<file path="src/hw/rtl/dfa_pkg.sv">
`timescale 1ns / 1ps

package dfa_pkg;

  // Automaton dimensions
  localparam int NumStates  = 64;
  localparam int NumSymbols = 64;
  localparam int StateW     = $clog2(NumStates);
  localparam int SymW       = $clog2(NumSymbols);
  localparam int AddrW      = StateW + SymW;
  localparam int SymCntW    = SymW + 1;

  // Configuration port
  localparam int CfgIdxW  = 1;
  localparam int CfgDataW = SymCntW;
  localparam logic [CfgIdxW-1:0] CfgStartState  = 1'd0;
  localparam logic [CfgIdxW-1:0] CfgSymbolCount = 1'd1;
  localparam logic [StateW-1:0]  StartStateRst  = '0;
  localparam logic [SymCntW-1:0] SymbolCountRst = SymCntW'(NumSymbols);

  typedef enum logic [1:0] {
    CmdWrite = 2'd0,
    CmdMark  = 2'd1,
    CmdSym   = 2'd2,
    CmdEnd   = 2'd3
  } cmd_e;

  typedef enum logic [1:0] {
    VerdictAccept  = 2'd0,
    VerdictReject  = 2'd1,
    VerdictIllegal = 2'd2
  } verdict_e;

  typedef struct packed {
    logic              vld;
    logic [StateW-1:0] nxt;
  } entry_t;

  typedef struct packed {
    cmd_e              cmd;
    logic [StateW-1:0] st;
    logic [SymW-1:0]   sym;
    logic [StateW-1:0] nxt;
  } item_t;

  typedef struct packed {
    logic             en;
    logic [AddrW-1:0] addr;
    entry_t           data;
  } wr_req_t;

  typedef struct packed {
    verdict_e          verdict;
    logic [StateW-1:0] last;
  } result_t;

endpackage

</file>
<file path="src/hw/rtl/dfa_eval.sv">
`timescale 1ns / 1ps

module dfa_eval (
  input  logic                        clk_i,
  input  logic                        rst_ni,
  input  logic                        fire_i,
  input  logic                        rd_en_i,
  input  logic                        clr_i,
  input  logic [dfa_pkg::StateW-1:0]  clr_addr_i,
  input  dfa_pkg::item_t              item_i,
  input  dfa_pkg::entry_t             entry_i,
  input  logic [dfa_pkg::StateW-1:0]  start_state_i,
  input  logic [dfa_pkg::SymCntW-1:0] symbol_count_i,
  output logic [dfa_pkg::StateW-1:0]  lookup_state_o,
  output dfa_pkg::wr_req_t            wr_o,
  output dfa_pkg::result_t            res_o
);
  import dfa_pkg::*;

  logic [StateW-1:0] cur_q, cur_d;
  logic              fresh_q, fresh_d;
  logic              ill_q, ill_d;
  logic [StateW-1:0] base;

  logic              acc_mem_q [NumStates];
  logic              acc_rd_q;
  logic              acc_we;
  logic [StateW-1:0] acc_waddr;
  logic              acc_wdata;

  assign base = fresh_q ? start_state_i : cur_q;

  // State seen by the next item once the current one leaves evaluation
  assign lookup_state_o = fresh_d ? start_state_i : cur_d;

  always_comb begin
    cur_d         = cur_q;
    fresh_d       = fresh_q;
    ill_d         = ill_q;
    wr_o.en       = 1'b0;
    wr_o.addr     = {item_i.st, item_i.sym};
    wr_o.data.vld = 1'b1;
    wr_o.data.nxt = item_i.nxt;
    if (fire_i) begin
      unique case (item_i.cmd)
        CmdWrite: begin
          // keep the first written entry
          wr_o.en = !entry_i.vld;
        end
        CmdMark: ;
        CmdSym: begin
          cur_d   = base;
          fresh_d = 1'b0;
          if (!ill_q) begin
            if ({1'b0, item_i.sym} >= symbol_count_i || !entry_i.vld) begin
              ill_d = 1'b1;
            end else begin
              cur_d = entry_i.nxt;
            end
          end
        end
        CmdEnd: begin
          cur_d   = start_state_i;
          fresh_d = 1'b1;
          ill_d   = 1'b0;
        end
        default: ;
      endcase
    end
  end

  // Clear the accepting flags during the sweep, set one on a mark item
  assign acc_we    = clr_i || (fire_i && (item_i.cmd == CmdMark));
  assign acc_waddr = clr_i ? clr_addr_i : item_i.st;
  assign acc_wdata = !clr_i;

  always_ff @(posedge clk_i) begin
    if (acc_we) begin
      acc_mem_q[acc_waddr] <= acc_wdata;
    end
  end

  // Fetch the flag of the state an end item will judge; forward a same-cycle mark
  always_ff @(posedge clk_i) begin
    if (rd_en_i) begin
      if (acc_we && (acc_waddr == lookup_state_o)) begin
        acc_rd_q <= acc_wdata;
      end else begin
        acc_rd_q <= acc_mem_q[lookup_state_o];
      end
    end
  end

  always_comb begin
    res_o.last = base;
    if (ill_q) begin
      res_o.verdict = VerdictIllegal;
    end else if (acc_rd_q) begin
      res_o.verdict = VerdictAccept;
    end else begin
      res_o.verdict = VerdictReject;
    end
  end

  always_ff @(posedge clk_i or negedge rst_ni) begin
    if (!rst_ni) begin
      cur_q   <= '0;
      fresh_q <= 1'b1;
      ill_q   <= 1'b0;
    end else begin
      cur_q   <= cur_d;
      fresh_q <= fresh_d;
      ill_q   <= ill_d;
    end
  end

endmodule

</file>
<file path="config.mk">
export PLATFORM = sky130hd
export DESIGN_NAME = dfa_eval
export DESIGN_NICKNAME = d
export VERILOG_FILES = /design/src/hw/rtl/dfa_pkg.sv /design/src/hw/rtl/dfa_eval.sv
export SDC_FILE = /design/constraint.sdc
export NUM_CORES = 1
export LEC_CHECK = 0
export BUFFER_PORTS_ARGS = -buffer_cell sky130_fd_sc_hd__buf_2
export CAP_MARGIN = 25
export CELL_PAD_IN_SITES_DETAIL_PLACEMENT = 0
export CELL_PAD_IN_SITES_GLOBAL_PLACEMENT = 1
export CORE_ASPECT_RATIO = 1.2
export CORE_MARGIN = 4
export CORE_UTILIZATION = 43
export CTS_CLUSTER_SIZE = 8
export DETAILED_ROUTE_END_ITERATION = 6
export HOLD_SLACK_MARGIN = 0.05
export MAX_ROUTING_LAYER = met4
export PLACE_DENSITY_LB_ADDON = 0.1
export SKIP_CTS_REPAIR_TIMING = 1
export SLEW_MARGIN = 20
export SYNTH_ARGS = -nofsm -noshare
export SYNTH_HDL_FRONTEND = slang
export SYNTH_SLANG_ARGS = --single-unit
</file>
<file path="constraint.sdc">
create_clock -name clk_i -period 4 [get_ports clk_i]
set_input_delay 0.2 -clock clk_i [delete_from_list [all_inputs] [get_ports clk_i]]
set_output_delay 0.2 -clock clk_i [all_outputs]
set_load 0.005 [all_outputs]
</file>
==> out/metrics.csv <==
stage,metric,value,unit
logic_synthesis,synth_enable_flop_cells,65,
logic_synthesis,asyncSetResetFlopFracSynth,11.0,%
floorplanning,design.portCount,85,
logic_synthesis,synthTopCellsByArea,"sky130_fd_sc_hd__edfxtp_1, sky130_fd_sc_hd__nor2_1, sky130_fd_sc_hd__nand2_1",
floorplanning,chip_height,116,um
timing,setup_total_negative_slack,0,ps
placed_design,port_buffers,71,
routing,drt_iter0_drc,231,
layout,diodes,0,
clock_network,clock_tree_from_tritoncts,done,
routing,num_vias,3257,
floorplanning,dieArea,0.0114,mm2
logic_synthesis,synth.cell_area,0.00421,mm2
power_and_ir_drop,seq_power_share,39.7,%
power_and_ir_drop,net-switching-power,613,uW
floorplanning,placement_rows,39,
worst_setup_path,crit_arrival,3420,ps
routing,totalWireLength,11000,um
worst_setup_path,crit_path_cell_trace,buf_2 > inv_1 > ha_1 > nand2b_1 > a211o_1 > a21oi_2 > mux2i_2 > nor2_4 > inv_2 > mux2i_1 > a2111oi_0 > a2111oi_0 > a2111oi_0 > o31a_1,
timing,final.min_clock_period,3330,ps
clock_network,clk_transition_reported_paths,60,ps
worst_setup_path,endpoint_kind,register,
logic_synthesis,synth.top_cells.by_count,"sky130_fd_sc_hd__nor2_1, sky130_fd_sc_hd__edfxtp_1, sky130_fd_sc_hd__nand2_1",
timing,slew_viol_final,0,
timing,fmaxAchievable,0.300,GHz
floorplanning,core_area,0.00952,mm2
logic_synthesis,yosysSeqAreaShare,51.2,%
logic_synthesis,synth_most_common_cell,sky130_fd_sc_hd__nor2_1,
logic_synthesis,post-synth-top-area-fraction,46.4,%
power_and_ir_drop,power.share.switching,27.8,%
floorplanning,initial_utilization,44.2,%
layout,final_layout_size_suffix_gt1_share,23.8,%
worst_setup_path,timing.critical_path.from_type,input port,
worst_setup_path,slowest_delay,480,ps
logic_synthesis,number_of_flip_flops_and_latches_in_the_synthesized_netlist,73,
routing,avgViaCountPerCell,5.46,
layout,final_standard_cell_utilization_of_the_core,51.3,%
logic_synthesis,postSynth.topFlopCell,sky130_fd_sc_hd__edfxtp_1,
placed_design,placed_area,0.00456,mm2
clock_network,cts_sinks,73,
routing,ant_nets,0,
timing,worst_hold_slack,70.2,ps
timing,pin_slew_with_the_least_headroom_to_its_limit,669,ps
clock_network,worstSkewPairLatency,340,ps
timing,worst_slew_margin_rel,54.2,%
clock_network,numCtsBuffers,9,
timing,final_period_utilization,83.3,%
power_and_ir_drop,power_frac_comb,21.9,%
placed_design,hpwlAfterDp,7820,um
worst_setup_path,critPathMaxFanout,14,
min_path,hold_path.class,input port to register,
grt,pin_count_of_the_biggest_net_entering_global_routing,67,
timing,endpoints_failing_setup,0,
logic_synthesis,postSynthCellCount,413,
power_and_ir_drop,power_density,451,mW/mm2
logic_synthesis,netlist-cell-type-count,57,
timing,unrepaired_setup_endpoints_after_global_routing,false,
power_and_ir_drop,power.ir.vdd_worst,325,uV
grt,grtUsageTotal,20.6,%
routing,drt_first_pass_iters,4,
timing,final-hold-violation-count,0,
worst_setup_path,worst-r2r-setup-slack,700,ps
grt,gr-total-overflow,0,
grt,antenna_violations_before_repair,0,
power_and_ir_drop,leakagePower,1.81,nW
power_and_ir_drop,power_total,2.20,mW
layout,finish.net_count,526,
worst_setup_path,timing.critical_path.required,4090,ps
power_and_ir_drop,power_frac_clock,38.4,%
worst_setup_path,timing.critical_path.slowest_stage_cell,sky130_fd_sc_hd__a2111oi_0,
run_status,status,finished clean,
logic_synthesis,synth_warnings,0,
routing,drt-wirelength-per-cell,18.4,um
logic_synthesis,yosysTopAreaCell,sky130_fd_sc_hd__edfxtp_1,
floorplanning,die_w,98.3,um
logic_synthesis,postSynthAreaPerCell,10.2,um2
clock_network,cts_max_level,3,
clock_network,clock-root-buffer,sky130_fd_sc_hd__clkbuf_16,
timing,clock_skew,8.17,ps
worst_setup_path,most_used_cell_along_the_critical_path,sky130_fd_sc_hd__a2111oi_0,
routing,post-route-drc-count,0,
placed_design,gp_routability_congestion,0.876,
layout,stdcell_area,0.00488,mm2
worst_setup_path,path_class,input port to register,
grt,wire_length_of_the_first_global_routing_pass,17500,um
clock_network,cts_max_path_buffers,2,
logic_synthesis,postSynthNetCount,470,
grt,first_global_vias,3268,
layout,layout-area-overhead-vs-synth,16.0,%
power_and_ir_drop,p_int,1.59,mW
job,maxCapViolCount,0,
## cells in the final DEF, fill, tap and decap left out, drive strengths merged, types with 2 or more instances in the layout
master / count
a2111oi: 9
a211oi: 15
a21boi: 13
a21oi: 15
a22oi: 5
a311o: 2
a32oi: 3
and2: 3
buf: 81
bufinv: 2
clkbuf: 10
clkinv: 4
dfrtp: 7
edfxtp: 65
ha: 6
inv: 15
mux2: 9
mux2i: 19
nand2: 50
nand2b: 2
nand3: 5
nor2: 82
nor2b: 4
nor4: 2
o21ai: 12
o31ai: 2
o32ai: 3
o41ai: 2
xnor2: 6
## cells by family (layout without fill, tap and decap cells)
| logic type | Yosys count | after routing | share of synthesized area [%] |
|---|---|---|---|
| buffers and inverters | 52 | 113 | 6.87 |
| AND/OR/NAND/NOR | 154 | 154 | 15.2 |
| other | 1 | 1 | 0.0891 |
| flip-flops | 73 | 73 | 51.2 |
| AO/OA/AOI/OAI | 92 | 92 | 16.4 |
| adder cells (fa/ha/maj) | 6 | 6 | 1.78 |
| XOR/XNOR | 7 | 7 | 1.46 |
| multiplexers | 28 | 28 | 7.02 |
## final timing paths
check | startpoint | to | cells after the start
min | rd_en_i | acc_rd_q$_DFFE_PP_ | 1
max | item_i[6] | acc_rd_q$_DFFE_PP_ | 14
max reg2reg | fresh_q$_DFF_PN1_ | acc_rd_q$_DFFE_PP_ | 10
min reg2reg | cur_q[2]$_DFF_PN0_ | cur_q[2]$_DFF_PN0_ | 2
min in group asynchronous | rst_ni | cur_q[5]$_DFF_PN0_ | 2
max in group asynchronous | rst_ni | fresh_q$_DFF_PN1_ | 2
## power by group through the flow
stage | logic (mW) | clock network (mW) | registers (mW)
global placement | 0.481 | 0 | 0.890
global route | 0.537 | 0.893 | 0.877
finish | 0.482 | 0.845 | 0.874
floorplan | 0.337 | 0 | 0.881
CTS | 0.486 | 0.859 | 0.875
detailed placement | 0.484 | 0 | 0.891
## state kept, by name, indices dropped and copies added, names as in the netlist
signal and cells:
acc_mem_q 64, cur_q 6, acc_rd_q 1, fresh_q 1
ill_q 1
## worst max-delay path, delay by kind of cell
family / cells / cell delay [ps]
AOI/OAI and AO/OA: 6 / 1660
muxes: 2 / 670
buffers and inverters: 3 / 400
adders and majority gates: 1 / 270
and+or+nand+nor: 2 / 210
## cell type report
class                           instances  area [um2]
Multi-Input combinational cell        288        1760
Clock inverter                          6        82.6
Inverter                               15        56.3
Tap cell                              123         154
Timing Repair Buffer                   82         440
Fill cell                             914        4640
Clock buffer                           10         229
Sequential cell                        73        2150
## stage by stage
step	instances	setup slack, ps
finish	597	666
global route	597	266
CTS	596	624
detailed placement	580	311
global placement	580	322
floorplan	413	830
## per-layer routing
metal / vias to the layer above / wire length (um) / track usage, %
li1: 1588 / - / -
met1: 1546 / 4530 / 24.3
met2: 102 / 5440 / 34.6
met3: 21 / 696 / 4.12
met4: 0 / 310 / 8.74
met5: - / 0 / -
Power figures use the tool's default switching activity.
